==> src/hw/rtl/srpd_pkg.sv <==
// ----------------------------------------------------------------------------
// srpd_pkg - shared definitions for the speed ramp / PD motor control core
// Field widths, register codes, reset values and default parameter values.
// ----------------------------------------------------------------------------
package srpd_pkg;

  // Transaction field widths
  localparam int CNT_W  = 32;
  localparam int TGT_W  = 12;
  localparam int GYRO_W = 24;
  localparam int WALL_W = 12;
  localparam int MODE_W = 2;
  localparam int DRV_W  = 16;
  localparam int ERR_W  = 32;

  localparam int IN_TDATA_W  = 2 * CNT_W + 2 * TGT_W + GYRO_W + 2 * WALL_W;
  localparam int IN_TUSER_W  = 1 + MODE_W;
  localparam int OUT_TDATA_W = 2 * DRV_W;

  // Configuration port
  localparam int REG_W    = 16;
  localparam int NUM_REGS = 8;
  localparam int CFG_IDX_W = $clog2(NUM_REGS);

  typedef enum logic [CFG_IDX_W-1:0] {
    REG_FWD_KP   = 3'd0,
    REG_FWD_KD   = 3'd1,
    REG_TURN_KP  = 3'd2,
    REG_TURN_KD  = 3'd3,
    REG_FWD_ACC  = 3'd4,
    REG_FWD_DEC  = 3'd5,
    REG_TURN_ACC = 3'd6,
    REG_TURN_DEC = 3'd7
  } cfg_reg_t;

  localparam logic [REG_W-1:0] RST_FWD_KP   = 16'd512;
  localparam logic [REG_W-1:0] RST_FWD_KD   = 16'd1024;
  localparam logic [REG_W-1:0] RST_TURN_KP  = 16'd256;
  localparam logic [REG_W-1:0] RST_TURN_KD  = 16'd3072;
  localparam logic [REG_W-1:0] RST_FWD_ACC  = 16'd154;
  localparam logic [REG_W-1:0] RST_FWD_DEC  = 16'd154;
  localparam logic [REG_W-1:0] RST_TURN_ACC = 16'd256;
  localparam logic [REG_W-1:0] RST_TURN_DEC = 16'd256;

  // Rotational feedback source; the unused code falls back to encoder plus gyro
  typedef enum logic [MODE_W-1:0] {
    FB_ENC_GYRO = 2'd0,
    FB_GYRO     = 2'd1,
    FB_ENC      = 2'd2
  } fb_mode_t;

  // Default parameter values
  localparam int DEF_GYRO_DIVISOR  = 5700;
  localparam int DEF_WALL_DIVISOR  = 50;
  localparam int DEF_LEFT_MIDDLE   = 1000;
  localparam int DEF_RIGHT_MIDDLE  = 1000;
  localparam int DEF_FRACTION_BITS = 8;

endpackage

==> src/hw/rtl/srpd_cdiv.sv <==
// ----------------------------------------------------------------------------
// srpd_cdiv - registered unsigned divide by a constant
// Reciprocal multiply with a rounded-up multiplier; exact for every input
// below 2^IN_W, so no correction step is needed.
// ----------------------------------------------------------------------------
module srpd_cdiv #(
  parameter int DIVISOR = srpd_pkg::DEF_WALL_DIVISOR,
  parameter int IN_W    = srpd_pkg::WALL_W
) (
  input  logic            clk,
  input  logic            en,
  input  logic [IN_W-1:0] num,
  output logic [IN_W-1:0] quo_r
);

  localparam int SH     = IN_W + $clog2(DIVISOR);
  localparam int M_W    = IN_W + 1;
  localparam int PROD_W = IN_W + M_W;
  localparam longint unsigned POW = 64'd1 << SH;
  localparam logic [M_W-1:0] RECIP = M_W'((POW + 64'(DIVISOR) - 64'd1) / 64'(DIVISOR));

  logic [PROD_W-1:0] prod;
  logic [IN_W-1:0]   quo_nxt;

  always_comb begin
    prod    = PROD_W'(num) * PROD_W'(RECIP);
    quo_nxt = IN_W'(prod >> SH);
  end

  always_ff @(posedge clk) begin
    if (en) begin
      quo_r <= quo_nxt;
    end
  end

endmodule
==> config.mk <==
export PLATFORM = sky130hd
export DESIGN_NAME = srpd_cdiv
export DESIGN_NICKNAME = d
export VERILOG_FILES = /design/src/hw/rtl/srpd_pkg.sv /design/src/hw/rtl/srpd_cdiv.sv
export SDC_FILE = /design/constraint.sdc
export NUM_CORES = 1
export LEC_CHECK = 0
export CORE_ASPECT_RATIO = 1.25
export CORE_MARGIN = 2
export CORE_UTILIZATION = 55
export DETAILED_ROUTE_END_ITERATION = 6
export DONT_BUFFER_PORTS = 1
export PLACE_DENSITY = 0.79
export SYNTH_ARGS = -nofsm -noshare
export SYNTH_HDL_FRONTEND = slang
export SYNTH_SLANG_ARGS = --single-unit
==> constraint.sdc <==
create_clock -name clk -period 5.1 [get_ports clk]
set_input_delay 0.51 -clock clk [delete_from_list [all_inputs] [get_ports clk]]
set_output_delay 0.51 -clock clk [all_outputs]
set_load 0.01 [all_outputs]
==> results of run 1 <==
power by group through the flow:
stage | logic [mW] | registers [mW] | clock network, mW
2_1_floorplan | 0.960 | 0.118 | 0
3_3_place_gp | 1.24 | 0.120 | 0
3_5_place_dp | 1.28 | 0.121 | 0
4_1_cts | 1.29 | 0.120 | 0.0777
5_1_grt | 1.49 | 0.122 | 0.0814
6_report | 1.30 | 0.119 | 0.0780
final timing paths:
path                from        to  slack (ns)
setup / recovery  num[9]  quo_r[6]        0.17
hold / removal        en  quo_r[6]        0.39
cell families after synthesis:
| kind of cell | count (synthesis) | share of synthesized area |
|---|---|---|
| AND/OR/NAND/NOR | 25 | 0.0405 |
| other | 1 | 0.00125 |
| XOR/XNOR | 5 | 0.0146 |
| buffers and inverters | 110 | 0.144 |
| flip-flops | 7 | 0.0701 |
| adder cells (fa/ha/maj) | 126 | 0.636 |
| AO/OA/AOI/OAI | 37 | 0.0942 |
stage by stage:
stage | total power [mW] | hold slack (ns)
after CTS | 1.49 | 0.393
after global placement | 1.36 | 0.623
after detailed placement | 1.40 | 0.623
final | 1.50 | 0.392
after floorplan | 1.08 | 0.622
after global routing | 1.69 | 0.385
area by class of cell:
type	count	area share
Timing Repair Buffer	4	0.00956
Multi-Input combinational cell	198	0.758
Clock inverter	1	0.00159
Sequential cell	7	0.0669
Clock buffer	3	0.0131
Tap cell	64	0.0255
Inverter	105	0.125
metal layers:
layer | vias to the layer above | GRT usage
met1 | 1011 | 0.227
met5 | - | 0
met4 | 0 | 0.0350
met2 | 34 | 0.412
met3 | 6 | 0.0233
li1 | 990 | -
cells in the final DEF (no fill, tap or decap), drive strengths merged, types with 2 or more instances in the layout:
master | synthesis | layout
o21ai | 6 | 6
a21o | 5 | 5
xor2 | 2 | 2
clkbuf | 0 | 3
xnor2 | 3 | 3
o21a | 2 | 2
or3 | 2 | 2
nor2 | 6 | 6
ha | 82 | 82
conb | 1 | 5
a21oi | 10 | 10
buf | 5 | 4
fa | 44 | 44
edfxtp | 7 | 7
nand3 | 3 | 3
inv | 105 | 105
a211oi | 8 | 8
nand2 | 8 | 8
repair_timing:
| item | 4_1_cts | 5_1_grt |
|---|---|---|
| setup endpoints to repair | 0 | 3 |
| hold endpoints to repair | 0 | 0 |
| gates resized for setup | 0 | 2 |
| setup buffers | 0 | 1 |
| hold buffers | 0 | 0 |
==> summary.txt, run 1 <==
Run status
  • Outcome: completed

Placed design
  • Placed Area: 3080 sq um
  • Port bufs: 0
  • Worst slack, placed: -0.0833 ns
  • Placed insts: about 380
  • GP Congestion: 0.934
  • Detailed Place HPWL: 5.19 mm

STA
  • Final setup viols: 0
  • Final worst slack: around 0.17 ns
  • Post-layout min period: 4.93 ns
  • Final Hold Viols: 0
  • Fmax: 203 MHz
  • Post-route setup TNS: 0 ns
  • Final worst path period share: 0.967
  • Slew Limit Fails: 0

Global route
  • Total GRT Usage: 0.203
  • Vias in the first global route: 2222
  • GR Overflow Total: 0
  • Pin count of the biggest net entering global routing: 8
  • Initial antenna violation count: 0
  • First-pass GRT wire length: 9.76 mm

Worst hold path
  • Hold Path Cell Cnt: 0
  • Worst hold path type: in -> reg

Yosys
  • Post-synth EDFFs: 7
  • Register area share after synthesis: 0.0701
  • Asr flop ratio synth: 0
  • Synth Register Bits: 7
  • Synthesized area: between 3000 and 4000 sq um
  • Post-synth top flop: edfxtp_1
  • Syn avg cell area: slightly below 10 sq um
  • Synth top area cells: ha_1 (34%), fa_1 (29%), inv_1 (13%), edfxtp_1 (7.0%), a211oi_1 (1.8%)
  • Synth unique cells: 32
  • Cells after synthesis: 311
  • Top-count cell post-synth: inv_1
  • Ys Warns: 0
  • Dominant cell type by area after synthesis: ha_1
  • Synth top area share: 0.342
  • Post-synth top cells: inv_1 (105), ha_1 (82), fa_1 (44)

Power
  • Worst vdd ir: 300 uV
  • Clock Power Share: 0.052
  • Internal power: 0.744 mW
  • P_leak: 1.81 nW
  • Combinational share of power: 0.869
  • Sw Share: 0.505
  • Psw: approximately 0.76 mW
  • Seq pwr share: 0.079
  • PD cells: between 400 and 500 nW/um^2

Floorplan
  • Initial Util: 0.563
  • Die area: 6070 sq um
  • Chip width: 70.1 microns
  • FP Rows: 30
  • Io pins: 26
  • Core ar.: ~5300 sq um
  • Die Ht: 86.6 microns

Final layout
  • Antenna Cells: 0
  • # fillers: 467
  • Final core utilization: 0.589
  • Cell Count, Final, Fillers Out: 382
  • FF+latch area: between 200 and 250 sq um
  • Total Nets Final: 459
  • Register bank with the most flops: quo_r
  • Regs by FF count: quo_r: 7 flops
  • Max FFs per register: 7
  • Layout cell share with drive strength beyond 1: 0.0503
  • Layout area overhead: 4.71%
  • Area occupied by multi-input gates: 2380 sq um
  • Post-route cell area: 3140 sq um

Worst setup path
  • CP Max Fanout: 6
  • Crit path arrival time: 4.89 ns
  • Worst endpoint required time: approximately 5.1 ns
  • Worst path bufs/invs: 3
  • Worst path max stage delay: 0.59 ns
  • CP endpoint kind: register
  • CP max stage cell: fa_2
  • Levels on crit path: 17
  • Cell family contributing the most delay on the critical path: adder cells
  • Kind of critical path: in -> reg
  • Crit-path cells: fa_2, xor2_1, ha_1, a21oi_1, fa_1, inv_1, fa_1, inv_1, fa_1, inv_1, ha_1, a211oi_2, o21ai_2, a2111oi_4, a21oi_2, a21o_1, a311o_1
  • Startpoint types: primary input

Clocking
  • # clock sinks: 7
  • Clock buffer depth: 2
  • CTS root buf: clkbuf_8
  • H-tree levels: 1
  • TritonCTS clock tree: done
  • TritonCTS buffer count: 3
  • Clock transition at path regs: around 0.04 ns

Drt
  • Met2 wire len: 3.23 mm
  • DRT Pass-1 Iters: 6
  • Routed Antenna Nets: 0
  • Starting DRC count in detailed routing: 54
  • Met3 WL: roughly 150 microns
  • Detailed-route DRC error count: 0
  • Wirelength, routed: between 5 and 6 mm
  • Vias/cell: 5.34
  • Wire per inst: 14.7 microns
  • DRT met1 WL: 2.15 mm
  • Vias: 2041
  • Top sig layer: met4

Flow run
  • Max-cap violations: 0
Power figures use the tool's default switching activity.
==> run 2, diff against run 1 <==
--- a/config.mk
+++ b/config.mk
@@ -10,7 +10,7 @@
 export CORE_UTILIZATION = 55
 export DETAILED_ROUTE_END_ITERATION = 6
 export DONT_BUFFER_PORTS = 1
-export PLACE_DENSITY = 0.79
+export PLACE_DENSITY = 0.76
 export SYNTH_ARGS = -nofsm -noshare
 export SYNTH_HDL_FRONTEND = slang
 export SYNTH_SLANG_ARGS = --single-unit
==> constraint.sdc (replaced) <==
create_clock -name clk -period 4.6 [get_ports clk]
set_input_delay 0.46 -clock clk [delete_from_list [all_inputs] [get_ports clk]]
set_output_delay 0.46 -clock clk [all_outputs]
set_load 0.01 [all_outputs]
==> summary.txt, run 2 (synthesized netlist as in run 1, its figures left out) <==
STA
  • Post-route setup TNS: -0.00565 ns (-0.00565 ns)
  • Fmax: 217 MHz
  • RSZ-0062 raised after global routing: yes
  • Final Hold Viols: 0 (unchanged)
  • Final setup viols: 1 (+1)
  • Final worst path period share: 1.00
  • Final worst slack: -0.00565 ns (-0.176 ns)
  • Slew Limit Fails: 0 (unchanged)
  • Post-layout min period: 4.61 ns

Power
  • Internal power: 1.00 mW (+35%)
  • Clock Power Share: 0.045 (-0.007)
  • Seq pwr share: 0.069 (-0.010)
  • Psw: 0.932 mW (+23%)
  • Sw Share: 0.481 (-0.0233)
  • Total power: 1.94 mW (+29%)
  • Combinational share of power: 0.886 (+0.017)
  • P_leak: 1.85 nW (+2.5%)
  • Worst vdd ir: 237 uV (-21%)
  • PD cells: 584 nW/um^2 (+22%)

Floorplan
  • Initial Util: 0.563 (unchanged)
  • Core ar.: 5330 sq um (unchanged)
  • Die area: 6070 sq um (unchanged)
  • Chip width: 70.1 microns (unchanged)
  • FP Rows: 30 (unchanged)
  • Die Ht: 86.6 microns (unchanged)
  • Io pins: 26 (unchanged)

Worst setup path
  • CP Max Fanout: 5 (-1)
  • Crit path arrival time: 4.58 ns (-0.31 ns)
  • Worst Setup EP: quo_r[6]
  • Kind of critical path: in -> reg
  • Worst endpoint required time: 4.57 ns (-0.50 ns)
  • Worst Setup SP: num[11]
  • Startpoint types: primary input
  • CP endpoint kind: register

Final layout
  • Most common cell after layout, fill and taps aside: inv_1
  • Register bank with the most flops: quo_r
  • Total Nets Final: 470 (+2.4%)
  • Commonest cells after routing, fill and taps aside: inv_1 (98), ha_1 (76), fa_1 (42)
  • Regs by FF count: quo_r: 7 flops
  • Antenna Cells: 0 (unchanged)
  • Layout area overhead: 10.6%
  • Max FFs per register: 7 (unchanged)
  • Layout cell share with drive strength beyond 1: 0.137 (+0.0865)
  • Final core utilization: 0.623 (+0.0331)
  • Cell Count, Final, Fillers Out: 393 (+2.9%)

Clocking
  • # clock sinks: 7 (unchanged)
  • TritonCTS clock tree: done
  • H-tree levels: 1 (unchanged)
  • Cts hold-fix bufs: 0 (unchanged)
  • TritonCTS buffer count: 3 (unchanged)
  • Clock transition at path regs: 0.04 ns (about the same)
  • CTS root buf: clkbuf_8
  • Clock buffer depth: 2 (unchanged)

Drt
  • DRT met1 WL: 2.20 mm (+2.4%)
  • Met2 wire len: 3.00 mm (-7.2%)
  • Detailed-route DRC error count: 0 (unchanged)
  • Wirelength, routed: 5.46 mm (-2.7%)
  • Met3 WL: 174 microns (+14%)
  • Starting DRC count in detailed routing: 56 (+3.7%)
  • Vias/cell: 5.21 (-2.5%)
  • Vias: 2048 (+0.34%)
  • Wire per inst: 13.9 microns (-5.5%)
  • Top sig layer: met4
  • Routed Antenna Nets: 0 (unchanged)
  • DRT Pass-1 Iters: 4 (-2)

Worst hold path
  • Worst hold path type: in -> reg

Global route
  • Initial antenna violation count: 0 (unchanged)
  • GR Overflow Total: 0 (unchanged)
  • Total GRT Usage: 0.197 (-0.00638)
  • First-pass GRT wire length: 9.52 mm (-2.5%)
  • Pin count of the biggest net entering global routing: 8 (unchanged)
  • Vias in the first global route: 2147 (-3.4%)

Placed design
  • Worst slack, placed: -0.246 ns (-0.162 ns)
  • Port bufs: 0 (unchanged)
  • Placed insts: 386 (+2.4%)
  • GP Congestion: 0.820 (-12%)
  • Detailed Place HPWL: 5.10 mm (-1.6%)

Run status
  • Violated checks: setup timing
  • Outcome: finished, violations left

Flow run
  • Max-cap violations: 0 (unchanged)
## run 2: cell types whose count changed in the layout (fill, tap and decap cells not counted), moves of 2 or more
| cell | change |
|---|---|
| buf_4 | +11 |
| ha_1 | -6 |
| ha_4 | +5 |
| inv_1 | -7 |
| inv_2 | +7 |
| o21ai_0 | -2 |
## run 2: area by class of cell
type	count	area, sq um
clock buffers	4	45.0
fillers	421	2010
inverters	105	394
multi-input cells	198	2480
flip-flops and latches	7	210
well taps	64	80.1
repair buffers	15	113
## run 2: layer usage
metal	GRT usage	up-vias
li1	-	1014
met1	0.245	988
met2	0.371	35
met3	0.0244	11
met4	0.0315	0
met5	0	-
## run 2: how the worst min path moves through the flow
stage / start / endpoint / slack [ns] / cells past startpoint
6_report: en / quo_r[4] / 0.34 / 0
4_1_cts: en / quo_r[3] / 0.34 / 0
2_1_floorplan: en / quo_r[0] / 0.57 / 0
5_1_grt: en / quo_r[2] / 0.33 / 0
3_5_place_dp: en / quo_r[0] / 0.57 / 0
3_3_place_gp: en / quo_r[2] / 0.57 / 0
## run 2: repair_timing
item	in CTS	in global routing
resized for setup	2	8
setup endpoints to repair	1	4
setup buffers	0	3
pin swaps	1	4
## run 2: worst max-delay path: stages
cell,delay (ns)
fa_2,0.59
xor2_1,0.17
ha_2,0.19
a21oi_1,0.05
fa_1,0.49
inv_1,0.05
fa_1,0.48
inv_1,0.05
fa_1,0.49
inv_2,0.04
ha_4,0.22
a211oi_2,0.23
o21ai_2,0.12
a2111oi_4,0.34
a21oi_2,0.14
a21o_1,0.20
a311o_1,0.27
## run 2: metrics by stage
stage	area, sq um	hold slack, ns
3_5_place_dp	3220	0.573
4_1_cts	3260	0.340
2_1_floorplan	3080	0.572
5_1_grt	3320	0.333
3_3_place_gp	3220	0.573
6_report	3320	0.340
## run 2: power groups by stage
stage	sequential, mW	combinational [mW]	clock (mW)
6_report	0.134	1.72	0.0870
5_1_grt	0.136	1.95	0.0926
4_1_cts	0.135	1.62	0.0875
3_5_place_dp	0.136	1.60	0
3_3_place_gp	0.135	1.56	0
2_1_floorplan	0.131	1.21	0
==> run 3, diff against run 2 <==
--- a/config.mk
+++ b/config.mk
@@ -11,6 +11,7 @@
 export DETAILED_ROUTE_END_ITERATION = 6
 export DONT_BUFFER_PORTS = 1
 export PLACE_DENSITY = 0.76
+export SETUP_SLACK_MARGIN = 0.3
 export SYNTH_ARGS = -nofsm -noshare
 export SYNTH_HDL_FRONTEND = slang
 export SYNTH_SLANG_ARGS = --single-unit
==> summary.txt, run 3 (synthesized netlist as in run 1, its figures left out) <==
Run status
  • Outcome: finished, violations left
  • Violated checks: setup timing

Placed design
  • Worst slack, placed: -0.236 ns (+0.00968 ns)
  • Port bufs: 0 (unchanged)
  • Placed Area: 3220 sq um (+0.23%)
  • Detailed Place HPWL: 5.17 mm (+1.4%)
  • GP Congestion: 0.831 (+1.4%)

Clocking
  • CTS root buf: clkbuf_8
  • H-tree levels: 1 (unchanged)
  • Cts hold-fix bufs: 0 (unchanged)
  • Clock buffer depth: 2 (unchanged)
  • Clock transition at path regs: 0.04 ns (about the same)
  • # clock sinks: 7 (unchanged)
  • TritonCTS buffer count: 3 (unchanged)
  • TritonCTS clock tree: done

Global route
  • Total GRT Usage: 0.208 (+0.0111)
  • GR Overflow Total: 0 (unchanged)
  • Initial antenna violation count: 0 (unchanged)
  • First-pass GRT wire length: 9.98 mm (+4.9%)
  • Vias in the first global route: 2309 (+7.5%)
  • Pin count of the biggest net entering global routing: 8 (unchanged)

Drt
  • Vias: 2113 (+3.2%)
  • Wire per inst: 14.8 microns (+6.9%)
  • Vias/cell: 5.30 (+1.6%)
  • Detailed-route DRC error count: 0 (unchanged)
  • DRT Pass-1 Iters: 4 (unchanged)
  • Starting DRC count in detailed routing: 48 (-14%)
  • Wirelength, routed: 5.92 mm (+8.5%)
  • Routed Antenna Nets: 0 (unchanged)

STA
  • Slew Limit Fails: 0 (unchanged)
  • Final worst path period share: 1.01 (+0.00881)
  • Final worst slack: -0.0462 ns (-0.0405 ns)
  • Fmax: 215 MHz (-0.87%)
  • Final setup viols: 1 (unchanged)
  • Final Hold Viols: 0 (unchanged)
  • Post-layout min period: 4.65 ns (+0.0405 ns)
  • RSZ-0062 raised after global routing: yes

Final layout
  • Commonest cells after routing, fill and taps aside: inv_1 (98), ha_1 (76), fa_1 (40)
  • Antenna Cells: 0 (unchanged)
  • Max FFs per register: 7 (unchanged)
  • Final core utilization: 0.646 (+0.0230)
  • Post-route cell area: 3440 sq um (+3.7%)
  • Layout cell share with drive strength beyond 1: 0.173 (+0.0364)
  • Most common cell after layout, fill and taps aside: inv_1
  • Register bank with the most flops: quo_r
  • Area occupied by multi-input gates: 2530 sq um (+2.2%)
  • Regs by FF count: quo_r: 7 flops
  • Total Nets Final: 476 (+1.3%)
  • # fillers: 414 (-1.7%)
  • FF+latch area: 210 sq um (unchanged)
  • Layout area overhead: 14.7%

Floorplan
  • Initial Util: 0.563 (unchanged)
  • Core ar.: 5330 sq um (unchanged)
  • Io pins: 26 (unchanged)
  • Die Ht: 86.6 microns (unchanged)
  • Die area: 6070 sq um (unchanged)
  • Chip width: 70.1 microns (unchanged)
  • FP Rows: 30 (unchanged)

Worst setup path
  • Kind of critical path: in -> reg
  • CP max stage cell: fa_2
  • Crit-path cells: fa_2, xor2_1, ha_2, a21oi_2, fa_1, inv_1, fa_1, inv_1, fa_1, inv_2, ha_4, a211oi_4, o21ai_4, a2111oi_4, a21oi_2, a21o_1, a311o_1
  • CP Max Fanout: 5 (unchanged)
  • Startpoint types: primary input
  • CP endpoint kind: register
  • Worst endpoint required time: 4.57 ns (about the same)
  • Worst path max stage delay: 0.57 ns (-0.02 ns)
  • Cell repeated most along the worst path: fa_1
  • Worst Setup SP: num[11]
  • Crit path arrival time: 4.62 ns (+0.04 ns)

Power
  • Total power: 2.20 mW (+14%)
  • P_leak: 1.90 nW (+2.4%)
  • Worst vdd ir: 312 uV (+32%)
  • PD cells: 641 nW/um^2 (+9.8%)

Worst hold path
  • Hold Path Cell Cnt: 0 (unchanged)
  • Hold Path Sink: quo_r[5]
  • Hold Path Origin: en
  • Worst hold path type: in -> reg

Flow run
  • Max-cap violations: 0 (unchanged)
==> run 3: cell count changes in the layout (fill, tap and decap cells not counted), sizes merged <==
cell and delta:
buf +6
==> run 3: worst max-delay path by stage <==
stage	endpoint	slack [ns]	cells after the start
final	quo_r[6]	-0.05	17
after global placement	quo_r[6]	-0.16	16
after detailed placement	quo_r[6]	-0.24	17
after floorplan	quo_r[6]	-0.03	17
after CTS	quo_r[6]	0.03	16
after global routing	quo_r[6]	-0.15	17
==> run 3: what timing repair did <==
action,in CTS,in global routing
cloned,0,0
pin swaps,7,7
setup buffers,5,3
gates resized for setup,14,14
endpoints found under the setup margin,6,7
==> run 3: worst max-delay path, delay by kind of cell <==
kind | cells | cell delay, ns
compound gates | 7 | 1.38
xor+xnor | 1 | 0.17
fa+ha+maj | 6 | 2.46
buf+inv | 3 | 0.15
==> run 3: final cells by class <==
class	instances	area share
Sequential cell	7	0.0611
Multi-Input combinational cell	198	0.735
Tap cell	64	0.0233
Inverter	105	0.119
Clock buffer	4	0.0131
Timing Repair Buffer	21	0.0480
==> run 3: power breakdown <==
part | switching [mW] | internal, mW | leakage (nW) | total [mW]
registers | 0.0218 | 0.113 | 0.0683 | 0.134
logic | 1.00 | 0.983 | 1.81 | 1.98
clock network | 0.0256 | 0.0599 | 0.0228 | 0.0854
==> run 3: per-layer routing <==
| layer | vias up | share of wire | track usage | wire length (microns) |
|---|---|---|---|---|
| li1 | 1027 | - | - | - |
| met1 | 1026 | 0.40 | 0.247 | 2360 |
| met2 | 48 | 0.54 | 0.386 | 3210 |
| met3 | 12 | 0.035 | 0.0384 | 206 |
| met4 | 0 | 0.023 | 0.0524 | 136 |
| met5 | - | 0 | 0 | 0 |
==> run 3: per-stage QoR <==
step / setup TNS (ns) / hold slack [ns] / cells
after global routing: -0.277 / 0.326 / 399
final: -0.0462 / 0.343 / 399
after global placement: -0.470 / 0.573 / 387
after detailed placement: -0.747 / 0.573 / 387
after floorplan: -0.0292 / 0.572 / 315
after CTS: 0 / 0.339 / 396
